==> src/rtl/psat_pkg.sv <==
// Shared types, widths and helpers for the per-id score accumulator table.
// No dependencies; imported by psat_cell and per_id_score_accumulator_table.
package psat_pkg;

    localparam int KEY_W    = 22;
    localparam int AMT_W    = 16;
    localparam int SCORE_W  = 32;

    localparam int DEF_TABLE_DEPTH = 128;

    localparam logic signed [SCORE_W-1:0] THRESHOLD_RESET = 32'sd80;

    localparam logic CMD_ADD   = 1'b0;
    localparam logic CMD_CLEAR = 1'b1;

    // Request travelling along the row of cells
    typedef struct packed {
        logic                      vld;
        logic                      cmd;
        logic [KEY_W-1:0]          key;
        logic signed [AMT_W-1:0]   amount;
        logic                      done;
        logic signed [SCORE_W-1:0] score;
        logic                      created;
    } tok_t;

    // Saturating add of a 16-bit increment to a 32-bit score
    function automatic logic signed [SCORE_W-1:0] sat_add(
        input logic signed [SCORE_W-1:0] a,
        input logic signed [AMT_W-1:0]   b
    );
        logic [SCORE_W:0] sum;
        logic [SCORE_W:0] a_ext;
        logic [SCORE_W:0] b_ext;
        begin
            a_ext = {a[SCORE_W-1], a};
            b_ext = {{(SCORE_W-AMT_W+1){b[AMT_W-1]}}, b};
            sum   = a_ext + b_ext;
            if (sum[SCORE_W] != sum[SCORE_W-1])
            begin
                sat_add = sum[SCORE_W] ? {1'b1, {(SCORE_W-1){1'b0}}}
                                       : {1'b0, {(SCORE_W-1){1'b1}}};
            end
            else
            begin
                sat_add = sum[SCORE_W-1:0];
            end
        end
    endfunction

endpackage

==> src/rtl/psat_cell.sv <==
// One table entry (key and score) with its stage of the request chain.
// Depends on psat_pkg for the request type and the saturating add.
module psat_cell #(
    parameter int TableDepth = 128,
    parameter int Idx        = 0
) (
    input  logic                                clk,
    input  logic                                rst_n,
    input  logic                                adv,
    input  logic [$clog2(TableDepth+1)-1:0]     used_cnt,
    input  psat_pkg::tok_t                      tok_i,
    output psat_pkg::tok_t                      tok_o
);
    import psat_pkg::*;

    localparam int CntW = $clog2(TableDepth + 1);
    localparam logic [CntW-1:0] IdxC = CntW'(Idx);

    logic [KEY_W-1:0]          key_reg;
    logic [KEY_W-1:0]          key_next;
    logic signed [SCORE_W-1:0] score_reg;
    logic signed [SCORE_W-1:0] score_next;
    tok_t                      tok_reg;
    tok_t                      tok_next;

    logic                      live;
    logic                      hit;
    logic                      claim;
    logic signed [SCORE_W-1:0] base;
    logic signed [SCORE_W-1:0] upd;

    always_comb
    begin
        live  = tok_i.vld && !tok_i.done;
        hit   = live && (IdxC < used_cnt) && (key_reg == tok_i.key);
        claim = live && (IdxC == used_cnt);
        base  = hit ? score_reg : '0;
        upd   = (tok_i.cmd == CMD_CLEAR) ? '0 : sat_add(base, tok_i.amount);

        key_next   = key_reg;
        score_next = score_reg;
        tok_next   = tok_i;
        if (hit || claim)
        begin
            score_next       = upd;
            tok_next.done    = 1'b1;
            tok_next.score   = upd;
            tok_next.created = claim;
        end
        if (claim)
        begin
            key_next = tok_i.key;
        end
    end

    // entry storage: written before it is ever compared
    always_ff @(posedge clk)
    begin
        if (adv)
        begin
            key_reg   <= key_next;
            score_reg <= score_next;
        end
    end

    always_ff @(posedge clk or negedge rst_n)
    begin
        if (!rst_n)
        begin
            tok_reg <= '0;
        end
        else if (adv)
        begin
            tok_reg <= tok_next;
        end
    end

    assign tok_o = tok_reg;

endmodule

==> config.mk <==
export PLATFORM = sky130hd
export DESIGN_NAME = psat_cell
export DESIGN_NICKNAME = d
export VERILOG_FILES = /design/src/rtl/psat_pkg.sv /design/src/rtl/psat_cell.sv
export SDC_FILE = /design/constraint.sdc
export NUM_CORES = 1
export LEC_CHECK = 0
export BUFFER_PORTS_ARGS = -buffer_cell sky130_fd_sc_hd__buf_2
export CAP_MARGIN = 20
export CORE_ASPECT_RATIO = 0.9
export CORE_MARGIN = 4
export CORE_UTILIZATION = 55
export DETAILED_ROUTE_END_ITERATION = 7
export HOLD_SLACK_MARGIN = 0.1
export PLACE_DENSITY_LB_ADDON = 0.3
export SKIP_CTS_REPAIR_TIMING = 1
export SLEW_MARGIN = 20
export SYNTH_ARGS = -nofsm -noshare
export SYNTH_HDL_FRONTEND = slang
export SYNTH_SLANG_ARGS = --single-unit
==> constraint.sdc <==
create_clock -name clk -period 6.1 [get_ports clk]
set_input_delay 0 -clock clk [delete_from_list [all_inputs] [get_ports clk]]
set_output_delay 0 -clock clk [all_outputs]
set_load 0.02 [all_outputs]
==> results of run 1 <==
-- layout by cell type (no fill, tap or decap), types with 8 or more instances in the layout --
cell and instances:
a21oi_1 40, xnor2_1 19, a21o_1 14, dfrtp_1 74, nand2_1 48, o211ai_1 12
mux2_2 44, nand4_1 9, dlygate4sd3_1 76, o21ai_0 19, buf_2 156, ha_1 33
edfxtp_1 54, xor2_1 25, buf_4 16, or3_1 19, nand3_1 8, clkbuf_16 17
nor2_1 102, a31oi_1 27, and2_1 39
-- area by class of cell --
type | instances | share of cell area [%]
sequential | 128 | 35.8
clock buffer | 18 | 4.52
clock inverter | 14 | 1.26
tap | 164 | 2.11
timing repair buffer | 249 | 17.4
inverter | 7 | 0.271
multi-input combinational | 549 | 38.6
-- power by group --
part | internal, mW | switching (mW) | leakage [nW]
clock network | 0.545 | 0.429 | 0.282
logic | 0.163 | 0.231 | 2.68
registers | 0.949 | 0.0279 | 1.30
-- final timing paths --
kind | slack, ps | to | depth (start not counted) | start
min reg2reg | 490 | tok_o[13] | 1 | tok_o[13]
min | 210 | tok_o[49] | 2 | tok_i[49]
min in group asynchronous | 290 | tok_o[37] | 2 | rst_n
max in group asynchronous | 5200 | tok_o[29] | 2 | rst_n
max reg2reg | 480 | tok_o[20] | 22 | key_reg[18]
max | 480 | tok_o[20] | 22 | key_reg[18]
-- worst reg2reg max path, stage by stage, from the launching register on --
cell	delay, ps
edfxtp_1	380
xor2_1	150
nor4_1	330
nand4_1	220
a2111oi_4	310
buf_4	200
buf_4	170
and2_1	150
ha_1	300
a21oi_1	180
o211ai_1	150
a41oi_1	350
o21ai_2	160
a21oi_2	260
o21bai_1	120
mux2i_1	140
or2_2	300
ha_2	520
buf_4	290
nor2_1	60
mux2_2	280
or3_1	340
a31oi_1	170
-- metal layers --
metal | vias up | GRT usage (%)
met2 | 275 | 41.6
met1 | 3188 | 36.1
li1 | 3086 | -
met5 | - | 0
met4 | 0 | 5.78
met3 | 36 | 5.59
-- metrics by stage --
step / utilization [%] / area (µm²) / power (mW)
after floorplan: - / 7420 / 1.20
after global placement: 64.5 / 8330 / 1.32
after detailed placement: 64.7 / 8360 / 1.33
after CTS: 69.0 / 8920 / 2.30
after global routing: 75.1 / 9710 / 2.43
final: 75.1 / 9710 / 2.34
-- cell families after synthesis --
logic type / count (synthesis) / synth area share [%]
adders and majority gates: 35 / 6.00
DFF: 128 / 46.8
AOI/OAI and AO/OA: 158 / 14.7
and+or+nand+nor: 264 / 17.2
xor gates and xnor gates: 44 / 5.19
muxes: 48 / 7.21
buffers and inverters: 48 / 2.90
==> flow_metrics.py, run 1 <==
metrics = {
    "status": {
        "status": "finished clean",
    },
    "power": {
        "ir_drop_mv": 0.205,
        "p_leak_nw": 4.26,
        "p_per_area_mw_per_mm2": 242,
    },
    "worst_setup_path": {
        "worstSetupEndpointType": "register",
        "max_stage_delay_ps": 520,
        "startpoint_type": "register",
        "critPathTopFamily": "compound AO/OA/AOI/OAI gates",
        "cp_max_fo": 18,
        "cp.arrival_ps": 5960,
        "crit_top_cell": "buf_4",
        "crit_required_ps": 6440,
        "path_cells": "xor2_1, nor4_1, nand4_1, a2111oi_4, buf_4, buf_4, and2_1, ha_1, a21oi_1, o211ai_1, a41oi_1, o21ai_2, a21oi_2, o21bai_1, mux2i_1, or2_2, ha_2, buf_4, nor2_1, mux2_2, or3_1, a31oi_1",
        "worst-path-buf-inv": 3,
        "crit_path_top_delay_cell": "ha_2",
        "worst-setup-path-type": "register to register",
    },
    "routing": {
        "wl_mm": 21.6,
        "drt_pass1_iterations": 5,
        "met2_length_mm": 10.7,
        "dr_wl_met3_mm": 1.41,
        "drt-wirelength-per-cell_um": 19.1,
        "met1_length_mm": 9.07,
        "antenna_left": 0,
        "via_per_inst": 5.83,
        "drc": 0,
        "top_layer": "met4",
        "via_count": 6585,
        "drt-initial-drc-count": 509,
    },
    "cts": {
        "root_buffer": "clkbuf_16",
        "clk_latency_ps": 440,
        "clock_sinks": 128,
        "cts_buffers": 17,
        "clk_pin_slew_ps": 60,
        "clockBufferDepth": 2,
        "cts_max_level": 4,
        "cts_tree": "done",
    },
    "yosys": {
        "async_reset_ff_share_pct": 57.8,
        "yosys-top-cells-area": "dfrtp_1 (25%), edfxtp_1 (22%), mux2_2 (6.7%), ha_1 (5.7%), nor2_1 (5.2%)",
        "ys_ff_latch": 128,
        "synth_cell_types": 62,
        "synth_top_flop_cell": "dfrtp_1",
        "synth_edf_count": 54,
        "netlist_area_mm2": 0.00742,
        "synth.most_common_cell": "nor2_1",
        "yosysSeqAreaShare_pct": 46.8,
        "synth.largest_area_cell": "dfrtp_1",
        "yosys_warnings": 0,
        "synth_cells": 725,
        "syn_nets": 845,
        "synthTopCellsByCount": "nor2_1 (103), dfrtp_1 (74), edfxtp_1 (54)",
        "syn_area_per_cell_um2": 10.2,
        "yosysTopAreaCellShare_pct": 24.9,
    },
    "placed_design": {
        "port_buffers": 158,
        "hpwl_mm": 14.0,
        "place_congestion": 0.918,
        "placed_cells": 1019,
        "dp_slack_ps": 199,
    },
    "final_layout": {
        "fin_nets": 1072,
        "drive_gt1_share_pct": 27.9,
        "largest_reg_flops": 74,
        "fillCellCount": 893,
        "multiInputGateArea_mm2": 0.00375,
        "antennaDiodeCount": 0,
        "ff_latch_area_mm2": 0.00347,
        "instances_no_fill": 1129,
        "area_growth_pct": 30.7,
    },
    "run": {
        "maxCapViolCount": 0,
    },
    "floorplan": {
        "fp-row-count": 39,
        "die_w_um": 130,
        "core_mm2": 0.0129,
        "die_h_um": 118,
        "io_pins": 159,
        "start_util_pct": 57.4,
        "die-area_mm2": 0.0154,
    },
    "sta": {
        "layout_setup_ws_ps": 481,
        "setup_viol": 0,
        "finalSetupTns_ps": 0,
        "rsz0062_at_grt": "false",
        "hold_violations": 0,
        "drv_slew": 0,
        "final.period_utilization_pct": 92.1,
        "fin_skew_ps": 15.3,
        "worst_pin_slew_ps": 979,
        "relSlewSlack_pct": 34.7,
        "fmax_ghz": 0.178,
        "min_period_ps": 5620,
        "timing.hold.ws_ps": 208,
    },
    "global_route": {
        "grt_pass1_wl_mm": 31.7,
        "grt_max_degree": 75,
        "antenna_found_initial": 0,
        "grtUsageTotal_pct": 25.8,
        "grt_pass1_vias": 6249,
        "gr-total-overflow": 0,
    },
    "hold_path": {
        "hold_path_class": "primary input to register",
    },
}
Note: power is estimated with default switching activity, not from simulation.
==> run 2, diff against run 1 <==
Settings changed: CORE_UTILIZATION 55 to 50, CTS_CLUSTER_DIAMETER set to 40, HOLD_SLACK_MARGIN 0.1 to 0.02.
Clock period 6.1 ns to 4.73 ns, I/O delays scaled along.
==> run 2 against run 1 <==
Against the previous run: die area grew 9.3%; register-to-register slack lost 930 ps; critical path type unchanged; sequential power rose by 29%; fmax increased by 8.4%; critical path depth grew 2; core utilization rose by 2.1 points; the flow now finishes with violations (setup timing); wire length is 14% higher; sequential cell count unchanged; largest power group is now clock.
==> flow_metrics.py, run 2 (synthesis gave the netlist of run 1 again) <==
metrics = {
    "worst_setup_path": {
        "max_stage_delay_ps": 400,
        "critPathTopFamily": "compound AO/OA/AOI/OAI gates",
        "rrSetupSlack_ps": -450,
        "cp.arrival_ps": 5520,
        "worst-setup-path-type": "register to register",
        "path_cells": "xor2_1, nor4_1, nand4_1, a2111oi_4, buf_4, buf_12, and2_1, ha_1, o211ai_1, o211ai_1, a41oi_2, o21ai_2, a21oi_2, o21bai_1, mux2i_1, or2_4, ha_4, buf_6, buf_6, buf_4, inv_2, or2_4, a211o_1, a31oi_1",
        "crit_required_ps": 5060,
        "crit_path_top_delay_cell": "edfxtp_1",
        "worstSetupEndpointType": "register",
        "startpoint_type": "register",
        "worst-path-buf-inv": 6,
        "cp_max_fo": 7,
    },
    "cts": {
        "clk_pin_slew_ps": 60,
        "cts_max_level": 4,
        "clk_latency_ps": 430,
        "cts_buffers": 17,
        "root_buffer": "clkbuf_16",
        "cts_tree": "done",
        "clock_sinks": 128,
        "clockBufferDepth": 2,
    },
    "sta": {
        "finalSetupTns_ps": -11730,
        "drv_slew": 0,
        "layout_setup_ws_ps": -454,
        "fmax_ghz": 0.193,
        "rsz0062_at_grt": "true",
        "worst_pin_slew_ps": 1070,
        "final.period_utilization_pct": 110,
        "hold_violations": 0,
        "setup_viol": 56,
        "relSlewSlack_pct": 28.7,
        "min_period_ps": 5180,
        "timing.hold.ws_ps": 32.7,
        "fin_skew_ps": 11.5,
    },
    "routing": {
        "via_per_inst": 5.72,
        "drc": 0,
        "wl_mm": 24.6,
        "antenna_left": 0,
        "drt_pass1_iterations": 7,
        "drt-wirelength-per-cell_um": 19.7,
        "via_count": 7149,
        "drt-initial-drc-count": 497,
    },
    "global_route": {
        "antenna_found_initial": 0,
        "grtUsageTotal_pct": 23.9,
        "grt_pass1_vias": 6380,
        "grt_pass1_wl_mm": 31.7,
        "grt_max_degree": 87,
        "gr-total-overflow": 0,
    },
    "floorplan": {
        "start_util_pct": 52.1,
        "die_w_um": 136,
        "die_h_um": 124,
        "io_pins": 159,
        "core_mm2": 0.0143,
        "die-area_mm2": 0.0169,
        "fp-row-count": 41,
    },
    "final_layout": {
        "area_growth_pct": 48.2,
        "most-common-layout-cells": "buf_2 (156), nor2_1 (93), buf_4 (87)",
        "final_area_mm2": 0.0110,
        "utilization_pct": 77.1,
        "largest_reg_flops": 74,
        "final_common_cell": "buf_2",
        "fillCellCount": 889,
        "fin_nets": 1163,
        "drive_gt1_share_pct": 38.1,
        "antennaDiodeCount": 0,
    },
    "power": {
        "p_leak_nw": 4.84,
        "power_frac_seq_pct": 39.3,
        "internal-power_mw": 2.30,
        "ir_drop_mv": 0.298,
        "p_sw_mw": 0.912,
        "clkPwrFrac_pct": 41.2,
        "combPwrFrac_pct": 19.5,
        "swShare_pct": 28.4,
        "p_per_area_mw_per_mm2": 292,
    },
    "placed_design": {
        "place_area_mm2": 0.00910,
        "port_buffers": 158,
        "hpwl_mm": 14.4,
        "place_congestion": 0.877,
    },
    "run": {
        "maxCapViolCount": 0,
    },
    "status": {
        "status": "finished, violations left",
        "violations": "setup timing",
    },
    "hold_path": {
        "hold_path_class": "primary input to register",
    },
}
==> run 2: changes by cell type in the layout (fill, tap and decap cells not counted), sizes merged <==
cell / previous run / this run
clkinvlp: 0 / 1
inv: 15 / 11
clkbuf: 18 / 22
buf: 173 / 261
clkinv: 6 / 7
bufinv: 0 / 2
dlygate4sd3: 76 / 75
==> run 2: final timing paths <==
check / from / end / cells after the start
worst max-delay path: key_reg[12] / tok_o[30] / 24
worst min-delay path: tok_i[25] / tok_o[25] / 3
worst max register to register: key_reg[12] / tok_o[30] / 24
worst min register to register: tok_o[13] / tok_o[13] / 1
max in group asynchronous: rst_n / tok_o[31] / 2
min in group asynchronous: rst_n / tok_o[39] / 2
==> run 2: worst min-delay path: cells and delay by family <==
family | cells | cell delay, ps
compound gates | 2 | 300
buf+inv | 1 | 90
==> run 2: final cells by class <==
class	instances	area (µm²)	area share (%)
tap	193	241	2.20
sequential	128	3470	31.6
inverter	7	26.3	0.239
timing repair buffer	340	2580	23.5
multi-input combinational	549	4090	37.2
clock buffer	18	429	3.90
clock inverter	14	158	1.43
==> run 2: routing by layer <==
metal	global-route usage [%]	vias up	routed length, µm
met5	0	-	0
li1	-	3272	-
met3	5.41	73	1820
met4	6.11	0	709
met2	39.1	390	12200
met1	32.6	3414	9810
==> run 2: power by group through the flow <==
stage               registers, mW  logic [mW]  clock network, mW
finish                       1.26       0.626               1.32
global route                 1.27       0.671               1.38
CTS                          1.26       0.499               1.32
detailed placement           1.27       0.495                  0
global placement             1.27       0.487                  0
floorplan                    1.35       0.199                  0
==> run 2: stage by stage <==
stage	power [mW]	setup slack (ps)	std cells
finish	3.21	-454	1249
CTS	3.07	-292	1156
global route	3.32	-669	1249
detailed placement	1.77	-215	1124
global placement	1.76	-73.8	1123
floorplan	1.55	22.9	725
